--- src/sv/arp_pkg.sv ---
// Package with the sizes, codes and word types of the ARP reply table.
package arp_pkg;

  localparam int unsigned TableDepth = 16;
  localparam int unsigned IdxW = (TableDepth > 1) ? $clog2(TableDepth) : 1;
  localparam int unsigned CntW = $clog2(TableDepth + 1);

  localparam int unsigned IpW    = 32;
  localparam int unsigned MacW   = 48;
  localparam int unsigned EntryW = IpW + MacW;

  localparam logic        CmdAdd     = 1'b0;
  localparam logic [15:0] OpcRequest = 16'd1;

  typedef enum logic [2:0] {
    ST_NONE = 3'd0,
    ST_HIT  = 3'd1,
    ST_MISS = 3'd2,
    ST_ADD  = 3'd3,
    ST_FULL = 3'd4
  } arp_status_e;

  typedef struct packed {
    logic             command;
    logic [IpW-1:0]   entry_ip;
    logic [MacW-1:0]  entry_mac;
    logic [15:0]      arp_opcode;
    logic [IpW-1:0]   sender_ip;
    logic [IpW-1:0]   target_ip;
  } arp_item_t;

  typedef struct packed {
    arp_status_e      status;
    logic [MacW-1:0]  reply_sender_mac;
    logic [IpW-1:0]   reply_sender_ip;
    logic [IpW-1:0]   reply_target_ip;
  } arp_result_t;

endpackage

--- src/sv/arp_ram.sv ---
// Generic single-write, single-read RAM with a registered read port.
module arp_ram #(
  parameter int unsigned Width = 8,
  parameter int unsigned Depth = 16
) (
  input  logic                                      clk_i,
  input  logic                                      we_i,
  input  logic [((Depth > 1) ? $clog2(Depth) : 1)-1:0] waddr_i,
  input  logic [Width-1:0]                          wdata_i,
  input  logic                                      re_i,
  input  logic [((Depth > 1) ? $clog2(Depth) : 1)-1:0] raddr_i,
  output logic [Width-1:0]                          rdata_o
);

  logic [Width-1:0] mem [Depth];

  always_ff @(posedge clk_i) begin
    if (we_i) begin
      mem[waddr_i] <= wdata_i;
    end
    if (re_i) begin
      rdata_o <= mem[raddr_i];
    end
  end

endmodule

--- src/sv/arp_reply_table.sv ---
// Top level of the ARP reply table: entry store, lookup sequencer and result register.
//
// The block holds up to TableDepth IPv4-to-MAC entries in one RAM, in the
// order they were added. A word is taken when start is high and busy is low.
// An add word writes the next free entry and reports "added", or reports
// "table full" once all entries are in use; its result appears on the
// cycle after it was taken and busy never rises. A packet word whose opcode
// is not request gives a "no action" result on the next cycle. A request
// word scans the stored entries from the oldest, one RAM read per cycle,
// and answers with the MAC of the first entry whose IP equals the target
// IP, or with a miss and a zero MAC. Its result is registered once the
// entry that hit (the last stored entry on a miss) has come back from the
// registered RAM read port and been compared; with an empty table the
// miss comes on the next cycle. Every result is shown for exactly one
// cycle with result_valid_o high and must be taken then, since the
// receiver cannot stall the block. There is no clearing pass after
// reset: the entry count alone marks which entries hold data.
module arp_reply_table (
  input  logic                 clk_i,
  input  logic                 rst_ni,
  input  logic                 start,
  output logic                 busy,
  input  arp_pkg::arp_item_t   item_i,
  output logic                 result_valid_o,
  output arp_pkg::arp_result_t result_o
);
  import arp_pkg::*;

  // One-hot sequencer states.
  typedef enum logic [1:0] {
    S_IDLE = 2'b01,
    S_SCAN = 2'b10
  } state_e;

  state_e      state_q, state_d;
  logic [CntW-1:0] count_q, count_d;
  logic [CntW-1:0] ptr_q, ptr_d;
  logic        pend_q, pend_d;
  logic [IpW-1:0] want_ip_q, want_ip_d;
  logic [IpW-1:0] peer_ip_q, peer_ip_d;
  arp_result_t result_q, result_d;
  logic        valid_q, valid_d;

  logic              ram_we;
  logic              ram_re;
  logic [EntryW-1:0] ram_rdata;
  logic [IpW-1:0]    rd_ip;
  logic [MacW-1:0]   rd_mac;
  logic              issue;

  // Entries are stored as {ip, mac}; a new entry always goes to the slot
  // at the current count.
  arp_ram #(
    .Width (EntryW),
    .Depth (TableDepth)
  ) u_ram (
    .clk_i   (clk_i),
    .we_i    (ram_we),
    .waddr_i (count_q[IdxW-1:0]),
    .wdata_i ({item_i.entry_ip, item_i.entry_mac}),
    .re_i    (ram_re),
    .raddr_i (ptr_q[IdxW-1:0]),
    .rdata_o (ram_rdata)
  );

  assign rd_ip  = ram_rdata[EntryW-1:MacW];
  assign rd_mac = ram_rdata[MacW-1:0];

  // A read is issued while there are stored entries left to look at.
  assign issue = (state_q == S_SCAN) && (ptr_q < count_q);

  always_comb begin
    state_d   = state_q;
    count_d   = count_q;
    ptr_d     = ptr_q;
    pend_d    = 1'b0;
    want_ip_d = want_ip_q;
    peer_ip_d = peer_ip_q;
    result_d  = result_q;
    valid_d   = 1'b0;
    ram_we    = 1'b0;
    ram_re    = 1'b0;

    case (state_q)
      S_IDLE: begin
        if (start) begin
          result_d = '0;
          if (item_i.command == CmdAdd) begin
            valid_d = 1'b1;
            if (count_q < CntW'(TableDepth)) begin
              ram_we          = 1'b1;
              count_d         = count_q + CntW'(1);
              result_d.status = ST_ADD;
            end else begin
              result_d.status = ST_FULL;
            end
          end else if (item_i.arp_opcode != OpcRequest) begin
            valid_d         = 1'b1;
            result_d.status = ST_NONE;
          end else if (count_q == '0) begin
            // Nothing stored: the answer is a miss right away.
            valid_d                  = 1'b1;
            result_d.status          = ST_MISS;
            result_d.reply_sender_ip = item_i.target_ip;
            result_d.reply_target_ip = item_i.sender_ip;
          end else begin
            state_d   = S_SCAN;
            ptr_d     = '0;
            want_ip_d = item_i.target_ip;
            peer_ip_d = item_i.sender_ip;
          end
        end
      end
      S_SCAN: begin
        // Reads are pipelined: pend_q marks that ram_rdata holds the entry
        // read on the previous cycle.
        ram_re = issue;
        pend_d = issue;
        if (issue) begin
          ptr_d = ptr_q + CntW'(1);
        end
        if (pend_q && (rd_ip == want_ip_q)) begin
          state_d                   = S_IDLE;
          pend_d                    = 1'b0;
          valid_d                   = 1'b1;
          result_d.status           = ST_HIT;
          result_d.reply_sender_mac = rd_mac;
          result_d.reply_sender_ip  = want_ip_q;
          result_d.reply_target_ip  = peer_ip_q;
        end else if (pend_q && !issue) begin
          state_d                   = S_IDLE;
          valid_d                   = 1'b1;
          result_d.status           = ST_MISS;
          result_d.reply_sender_mac = '0;
          result_d.reply_sender_ip  = want_ip_q;
          result_d.reply_target_ip  = peer_ip_q;
        end
      end
      default: begin
        state_d = S_IDLE;
      end
    endcase
  end

  always_ff @(posedge clk_i or negedge rst_ni) begin
    if (!rst_ni) begin
      state_q <= S_IDLE;
      count_q <= '0;
      ptr_q   <= '0;
      pend_q  <= 1'b0;
      valid_q <= 1'b0;
    end else begin
      state_q <= state_d;
      count_q <= count_d;
      ptr_q   <= ptr_d;
      pend_q  <= pend_d;
      valid_q <= valid_d;
    end
  end

  always_ff @(posedge clk_i) begin
    want_ip_q <= want_ip_d;
    peer_ip_q <= peer_ip_d;
    result_q  <= result_d;
  end

  assign busy           = (state_q != S_IDLE);
  assign result_valid_o = valid_q;
  assign result_o       = result_q;

`ifndef NO_ASSERTIONS
  // The entry count never runs past the table size.
  a_count_bound: assert property (@(posedge clk_i) disable iff (!rst_ni)
    count_q <= CntW'(TableDepth))
    else $error("entry count exceeds table depth");

  // Leaving the scan always delivers exactly the lookup's result.
  a_scan_done: assert property (@(posedge clk_i) disable iff (!rst_ni)
    (state_q == S_SCAN && state_d == S_IDLE) |=> result_valid_o)
    else $error("scan ended without a result");

  // An added result goes with a count that grew by one.
  a_add_count: assert property (@(posedge clk_i) disable iff (!rst_ni)
    (result_valid_o && result_o.status == ST_ADD) |->
      count_q == $past(count_q) + CntW'(1))
    else $error("add result without a new entry");

  // A full report only comes when every entry is in use.
  a_full_count: assert property (@(posedge clk_i) disable iff (!rst_ni)
    (result_valid_o && result_o.status == ST_FULL) |->
      count_q == CntW'(TableDepth))
    else $error("table full reported with free entries");

  // No result is shown while a scan is still running.
  a_no_early: assert property (@(posedge clk_i) disable iff (!rst_ni)
    (state_q == S_SCAN) |-> !result_valid_o)
    else $error("result shown during scan");
`endif

endmodule
--- config.mk ---
export PLATFORM = sky130hd
export DESIGN_NAME = arp_reply_table
export DESIGN_NICKNAME = d
export VERILOG_FILES = /design/src/sv/arp_pkg.sv /design/src/sv/arp_ram.sv /design/src/sv/arp_reply_table.sv
export SDC_FILE = /design/constraint.sdc
export NUM_CORES = 1
export LEC_CHECK = 0
export CORE_ASPECT_RATIO = 0.9
export CORE_MARGIN = 5
export CORE_UTILIZATION = 42
export DETAILED_ROUTE_END_ITERATION = 6
export DONT_BUFFER_PORTS = 1
export GPL_TIMING_DRIVEN = 0
export SYNTH_ARGS = -nofsm -noshare
export SYNTH_HDL_FRONTEND = slang
export SYNTH_SLANG_ARGS = --single-unit
--- constraint.sdc ---
create_clock -name clk_i -period 9.6 [get_ports clk_i]
set_input_delay 2.4 -clock clk_i [delete_from_list [all_inputs] [get_ports clk_i]]
set_output_delay 2.4 -clock clk_i [all_outputs]
set_load 0.02 [all_outputs]
== Yosys cells after proc, flatten, opt, wreduce, memory -nomap -nowiden ==
Memories as Yosys holds them, arrays and structs flattened. A register that Yosys moved wholly into a read port is not among the register bits.
Cells that the tools add are included.

* Output and inout bits: 117
* Memories: 1
* Bits in writable memories: 1280
* Word-level logic and storage cells: 81
* Bits in registers: 193

{| class="wikitable"
|+ Memory list
! memory !! depth !! width !! rd ports !! clocked after memory_dff !! write ports !! line !! text
|-
| u_ram.mem || 16 || 80 || 1 || 1 || 1 || arp_ram.sv:15 || <nowiki>logic [Width-1:0] mem [Depth];</nowiki>
|}

* Add/sub/neg operators: 2
* Reduce and logical (&&, ||, !) cells: 11
* Magnitude comparators: 2
* Muxes and demuxes: 40
* Equality and inequality tests: 11
* Bitwise logic cells: 3

{| class="wikitable"
|+ Operator list
! cell !! count
|-
| $mux 115 || 3
|-
| $pmux 115 s2 || 1
|-
| $mux 64 || 3
|-
| $eq 32x32->1 || 1
|-
| $mux 5 || 5
|-
| $mux 2 || 8
|-
| $ne 16x1->1 const B || 1
|-
| $mux 1 || 15
|-
| $add 5x1->5 const B || 2
|-
| $ne 2x2->1 const B || 5
|-
| $pmux 5 s2 || 1
|-
| $reduce_and 5->1 || 2
|-
| $mux 3 || 2
|-
| $reduce_and 6->1 || 1
|-
| $logic_not 5->1 || 1
|-
| $lt 5x5->1 || 1
|-
| $lt 5x5->1 const B || 1
|-
| $pmux 2 s2 || 1
|-
| $reduce_and 4->1 || 1
|-
| $logic_and 1x1->1 || 3
|-
| $ne 3x1->1 const B || 1
|-
| $not 1->1 || 3
|-
| $reduce_and 3->1 || 1
|-
| $eq 2x1->1 const B || 1
|-
| 5 further kinds || 5
|}

== Longest topological paths before layout ==
Gate-level depths: netlist of run 1.

* Depth after elaboration: 7
* Gate-level depth with buffers: 9
* Mapped depth without buffers: 8

== Modules after synthesis ==
Synthesis of run 1 repeated with hierarchy kept, for this count alone.

* Cells, all modules: 2528
* Area total of the unflattened synthesis: 58024.4 um^2

{| class="wikitable"
|+ Modules (own cells, without submodules)
! module !! area an instance (um^2) !! instances !! sequential area each (um^2) !! cells an instance
|-
| arp_ram || 50223.2 || 1 || 40839.2 || 2054
|-
| arp_reply_table || 7801.2 || 1 || 5726.7 || 474
|}

== Least setup slack after synthesis of run 1 ==
Ideal clock, no wire load.

* Path kind: input port to flip-flop
* Start point: input port start
* End point: register result_q (netlist bit result_o[0]), enable pin
* Arrival time: 10.201 ns
* Library setup time: 0.730 ns
* Slack: -1.331 ns
* Cell stages on the path: 2
* Path buffers: 0
* Cell sequence: nor2_1 -> nor3_1

* Longest elaborated chain between the ends: 2

{| class="wikitable"
|+ Ends and longest elaborated chain
! element !! line !! text
|-
| start, declared || arp_reply_table.sv:21 || <nowiki>input logic start,</nowiki>
|-
| $ne 2x2->1 (no source line) || - ||
|-
| $reduce_and 3->1 (no source line) || - ||
|-
| end signal, assigned || arp_reply_table.sv:164 || <nowiki>result_q <= result_d;</nowiki>
|-
| end, declared || arp_reply_table.sv:41 || <nowiki>arp_result_t result_q, result_d;</nowiki>
|}

No other way between the ends.
A chain may end at the register's enable or synchronous reset.

== Final worst setup path of run 1 ==
* Start point: input port start
* End point: memory u_ram.mem[7][42] (netlist name), enable pin

* Longest elaborated chain between the ends: 4

{| class="wikitable"
|+ Ends and longest elaborated chain
! element !! line !! text
|-
| $mux 1 || arp_reply_table.sv:86 || <nowiki>if (start) begin</nowiki>
|-
| $mux 1 || arp_reply_table.sv:84 || <nowiki>case (state_q)</nowiki>
|-
| $mux 1 || arp_ram.sv:18 || <nowiki>if (we_i) begin</nowiki>
|-
| $mux 1 (not written as such) || arp_ram.sv:19 || <nowiki>mem[waddr_i] <= wdata_i;</nowiki>
|-
| end, declared || arp_ram.sv:15 ||
|}

No other way between the ends.

==> results of run 1 <==
-- how the worst max path moves through the flow --
stage	startpoint	end	depth (start not counted)
after detailed placement	start	u_ram.mem[7][42]	8
after floorplan	start	u_ram.mem[3][0]	4
final	start	u_ram.mem[7][42]	8
after global routing	start	u_ram.mem[7][42]	8
after global placement	start	u_ram.mem[3][46]	4
after CTS	start	u_ram.mem[7][42]	8
-- layer usage --
metal  share of wire (%)  up-vias  global-route usage (%)
met5              0.0088        -                       0
met4                 2.6        2                   6.042
met3                  10      236                   6.835
met2                  49     1277                   33.00
met1                  38    14240                   25.82
li1                    -    10710                       -
-- kinds of logic after synthesis --
family | synth area share [%]
buffers and inverters | 0.9167
adder cells (fa/ha/maj) | 0.2373
AO/OA/AOI/OAI | 1.273
flip-flops | 80.27
multiplexers | 15.53
AND/OR/NAND/NOR | 1.273
XOR/XNOR | 0.4982
-- worst max-delay path, cell delays in order --
cell     delay (ps)
nand2_1         120
nor3_1          720
nand2_1         520
nor2_4          720
buf_12          290
buf_12          210
buf_12          210
buf_12          230
-- synthesized netlist by cell type (2+ instances only) --
library cell	instances
inv_1	11
nand2_1	19
nor4_1	8
or2_2	2
a41oi_1	2
mux4_2	400
a22o_1	62
edfxtp_1	1539
and3_2	3
xnor2_1	12
buf_1	9
a21oi_1	2
nor3_1	9
and3_1	48
nand3_1	7
clkbuf_2	5
clkbuf_1	76
nand4_1	6
dfrtp_1	13
nor2b_1	3
nor2_1	19
buf_2	27
ha_1	11
o21ai_0	9
o31ai_1	2
o211ai_1	4
xor2_1	21
-- where the power goes --
part / internal (mW) / total, mW / switching (mW)
sequential: 7.46 / 7.49 / 0.0284
clock: 3.32 / 5.85 / 2.53
combinational: 0.0419 / 0.0867 / 0.0448
total: 10.8 / 13.4 / 2.61
-- sequential cells by signal (all words and copies together), names as in the netlist --
| register | flops |
|---|---|
| u_ram.rdata_o | 80 |
| result_valid_o | 1 |
| result_o | 115 |
| count_q | 5 |
| pend_q | 1 |
| peer_ip_q | 32 |
| u_ram.mem | 1280 |
| want_ip_q | 32 |
| ptr_q | 5 |
| state_q | 2 |
-- layout make-up --
class                      count  area [µm²]
antenna                        1       2.502
fill                       10690       70130
inverter                      11       41.29
multi-input combinational    665       11050
sequential                  1553       46570
clock inverter                91       808.3
timing repair buffer         110        1872
buffer                       118       490.5
tap                         1834        2295
clock buffer                 197        4100
-- through the flow --
stage	hold WS (ps)	util, %	cells	cell area [µm²]	power (mW)
6_report	510.1	48.94	4580	67220	13.43
5_1_grt	522.5	48.94	4579	67220	13.85
4_1_cts	510.3	48.94	4579	67220	13.55
3_5_place_dp	502.6	45.37	4291	62310	7.723
3_3_place_gp	481.8	43.91	4181	60310	7.720
2_1_floorplan	449.0	-	2347	58010	7.692
==> impl_metrics.ini, run 1 <==
[timing]
timing.clock.skew_ps = 21.30
rsz0062_at_grt = false
finalWorstPathRequiredPeriod_ps = 5047
finalSetupTns_ps = 0
max_freq_ghz = 0.1981
tightest_slew_ps = 1359
hold_violations = 0
finalWorstSetupSlack_ps = 4553
timing.final.crit_share_pct = 52.57
slew_headroom_pct = 9.431
setup_violations = 0
drv_slew = 0

[critical_path]
r2r_start = u_ram.rdata_o[48]
crit_type = primary input to flop
r2r_slack_ps = 5250
crit_fanout = 21
worstPathArrival_ps = 5510
timing.rr.end = result_o[110]
required_ps = 10060
rr_worst_depth = 11
cp-start-kind = primary input
endpoint_kind = flop

[clock_tree]
ctsHoldBuffers = 0
cts_tree = built
ctsLongestPathBuffers = 3
clk_pin_slew_ps = 50
htreeDepth = 4
cts_resized = 0
clk_root_buffer_cell = clkbuf_16
insertion_delay_ps = 780
clock_sinks = 1553
cts_buffers = 158
postCtsSetupBuffers = 0

[hold_path]
worstHoldPathType = flop to flop
min_from = state_q[0]
hold_end = state_q[0]
hold_depth = 1

[synth]
synthFlopType = edfxtp_1
synth_top_area_share_pct = 79.67
synth-seq-cells = 1553
syn_inst = 2347
yosysSeqAreaShare_pct = 80.27
yosys.area.top_type = edfxtp_1
synth.net_count = 2522
yosys_warnings = 0
ys_types = 45
synth-edff-count = 1539
syn_avg_cell_area_um2 = 24.72
synthTopCellsByArea = edfxtp_1, mux4_2, a22o_1, dfrtp_1, and3_1
ys_async_sr_fraction_pct = 0.9015
syn_area_um2 = 58010

[power]
power_leakage_nw = 21.17
powerDensity_nw_per_um2 = 199.7
vdd_ir_drop_max_v = 0.0001387

[global_route]
grt_pass1_vias = 27740
grt_util_all_layers_pct = 20.16
grt_overflow = 0
grt_max_degree = 51
antenna_found_initial = 5
grt_pass1_wl_um = 206900

[layout]
mostFrequentLayoutCells = edfxtp_1, mux4_2, clkbuf_16, clkbuf_1, a22o_1
layout_commonest_cell = edfxtp_1
nets = 2792
areaGrowthSynthToFinish_pct = 15.88
layout-drive-gt1-share_pct = 28.67

[route]
ant_nets = 0
drc_errors = 0
vias_per_cell = 5.778
drtIter0Drc = 2639
wl_per_cell_um = 32.16
via_count = 26470
dr.pass1.iters = 6
routed_wl_um = 147300

[status]
status = finished, final reports clean

[die]
design.core.area_um2 = 137400
rows = 129
die_area_um2 = 145700
dieHeight_um = 362.6
dieWidth_um = 401.7
initial_utilization_pct = 42.23
io_pins = 281

[placement]
post-place-ws_ps = 3817
portBuffers = 0
place_hpwl_um = 96790
gp_congestion = 0.8146

[run]
maxCapViolCount = 0
(Power assumes the default switching activity.)
==> run 2, diff against run 1 <==
--- a/config.mk
+++ b/config.mk
@@ -5,6 +5,7 @@
 export SDC_FILE = /design/constraint.sdc
 export NUM_CORES = 1
 export LEC_CHECK = 0
+export ABC_AREA = 1
 export CORE_ASPECT_RATIO = 0.9
 export CORE_MARGIN = 5
 export CORE_UTILIZATION = 42
==> constraint.sdc (replaced) <==
create_clock -name clk_i -period 4.4 [get_ports clk_i]
set_input_delay 1.1 -clock clk_i [delete_from_list [all_inputs] [get_ports clk_i]]
set_output_delay 1.1 -clock clk_i [all_outputs]
set_load 0.02 [all_outputs]
==> impl_metrics.ini, run 2 <==
[critical_path]
rr_worst_depth = 6
r2r_slack_ps = 530
cp_common_cell = clkbuf_1
slowest_stage = clkbuf_1
cp-start-kind = flop
path_delay_family = buffers and inverters
path_depth = 6
worstPathArrival_ps = 4360
crit_chain = buf_2, clkbuf_1, clkbuf_1, o221ai_1, o211ai_1, nand3_1
slowest_delay_ps = 1180
required_ps = 4890
crit_type = flop to flop
critPathBufInv = 3
endpoint_kind = flop
crit_fanout = 10

[die]
initial_utilization_pct = 42.38
die_area_um2 = 151300
rows = 131
io_pins = 281
dieWidth_um = 409.4
design.core.area_um2 = 142300
dieHeight_um = 369.5

[layout]
layout_commonest_cell = edfxtp_1
areaGrowthSynthToFinish_pct = 14.80
largest_reg_flops = 1280
register_area_um2 = 46570
mostFrequentLayoutCells = edfxtp_1, nor2_1, nand2_1, o21ai_0, nand3_1
fillerInstances = 12070
layout-drive-gt1-share_pct = 8.958
nets = 4616
stdcell_count = 6440
largest-register = u_ram.mem
multiInputGateArea_um2 = 12130

[synth]
syn_avg_cell_area_um2 = 14.32
yosys_warnings = 0
synthTopCellsByArea = edfxtp_1, nor2_1, o21ai_0, o32ai_1, nand2_1
ys_async_sr_fraction_pct = 0.9015
synth_top_area_share_pct = 76.64
synthFlopType = edfxtp_1
syn_inst = 4212
yosys.area.top_type = edfxtp_1
ys_types = 32
yosysSeqAreaShare_pct = 77.22
synth.net_count = 4387
synthTopCellsByCount = edfxtp_1, nor2_1, nand2_1, o21ai_0, nand3_1
yosysMostFrequentCell = edfxtp_1
syn_area_um2 = 60300
synth-edff-count = 1539
synth-seq-cells = 1553

[timing]
max_freq_ghz = 0.2585
timing.final.crit_share_pct = 87.91
timing.clock.skew_ps = 56.67
hold_violations = 0
tightest_slew_ps = 1561
finalSetupTns_ps = 0
slew_headroom_pct = -4.034
setup_violations = 0
drv_slew = 11
finalWorstPathRequiredPeriod_ps = 3868
rsz0062_at_grt = false

[route]
via_count = 36410
routed_wl_um = 170400
wl_per_cell_um = 26.46
dr.pass1.iters = 6
ant_nets = 0
drtIter0Drc = 3937
drc_errors = 0
vias_per_cell = 5.654

[global_route]
grt_overflow = 0
grt_pass1_wl_um = 246400
grt_util_all_layers_pct = 22.09
grt_max_degree = 80
grt_pass1_vias = 35340
antenna_found_initial = 6

[clock_tree]
htreeDepth = 4
postCtsSetupBuffers = 0
ctsLongestPathBuffers = 3
cts_buffers = 160
cts_tree = built
clk_pin_slew_ps = 60
clk_root_buffer_cell = clkbuf_16
clock_sinks = 1553
insertion_delay_ps = 800

[placement]
place_hpwl_um = 112800
placedCellCount = 6140
gp_congestion = 0.8264
portBuffers = 0

[status]
status = finished with violations
violations = capacitance limit, slew limit

[power]
vdd_ir_drop_max_v = 0.0004149
power_leakage_nw = 22.35
powerDensity_nw_per_um2 = 443.6

[hold_path]
worstHoldPathType = primary input to asynchronous set/reset pin

[run]
maxCapViolCount = 1
[run 2: changes by cell type after synthesis, sizes merged, moves of 136 or more]
cell,delta
nor2,+778
mux4,-400
nand2,+346
o21ai,+346
nand3,+201
o32ai,+184
mux2i,+136
[run 2: kinds of logic (layout without fill, tap and decap cells)]
kind of cell	after synthesis	count (layout)	share of synthesized area, %
xor gates and xnor gates	15	15	0.2179
other	0	12	0
buffers and inverters	396	750	2.905
and+or+nand+nor	1396	1396	9.217
DFF	1553	1553	77.22
muxes	136	136	2.258
adders and majority gates	11	11	0.2282
AOI/OAI and AO/OA	705	705	7.951
[run 2: final timing paths]
check                            from                end
max                          ptr_q[1]  u_ram.rdata_o[55]
min                            rst_ni         state_q[0]
max reg2reg                  ptr_q[1]  u_ram.rdata_o[55]
min reg2reg                state_q[0]         state_q[0]
max in group asynchronous      rst_ni           ptr_q[0]
min in group clk_i         item_i[34]       peer_ip_q[2]
[run 2: layer usage]
metal	GRT usage, %	routed length [µm]	up-vias
met2	35.46	80830	1598
met1	30.24	69910	18310
li1	-	-	16260
met3	5.057	14950	250
met4	6.695	4689	0
met5	0	0	-
[run 2: cell type report]
class,count,share of cell area (%)
multi-input cells,2263,17.52
plain buffers,266,1.829
well taps,1862,3.365
clock inverters,81,1.150
repair buffers,67,2.075
diodes,12,0.04338
inverters,130,0.7158
clock buffers,206,6.033
flip-flops and latches,1553,67.27
[run 2: metrics by stage]
step                      util [%]  setup slack, ps  total power, mW  cell area, µm²  hold WS (ps)
after CTS                    48.64            586.2            30.95           69190         76.88
after detailed placement     45.13            292.6            18.07           64210         478.0
final                        48.66            532.1            30.71           69220         140.6
after floorplan                  -            -1224            17.84           60350         451.7
after global placement       44.06            -4982            18.10           62680         467.4
after global routing         48.64            377.6            31.63           69190         91.26
[run 2: worst reg2reg max path: stages, from the launching register on]
cell	delay, ps
dfrtp_1	500
buf_2	400
clkbuf_1	1180
clkbuf_1	670
o221ai_1	320
o211ai_1	340
nand3_1	170
[run 2: power breakdown]
group	total (mW)	internal [mW]	switching, mW	leakage [nW]
sequential	17.3	16.8	0.595	14.1
combinational	0.374	0.0530	0.321	5.84
clock	13.0	7.29	5.70	2.41
[run 2: timing repair]
action	CTS	global route
hold buffers	1	0
endpoints found under the hold margin	13	0
gates resized for setup	0	0
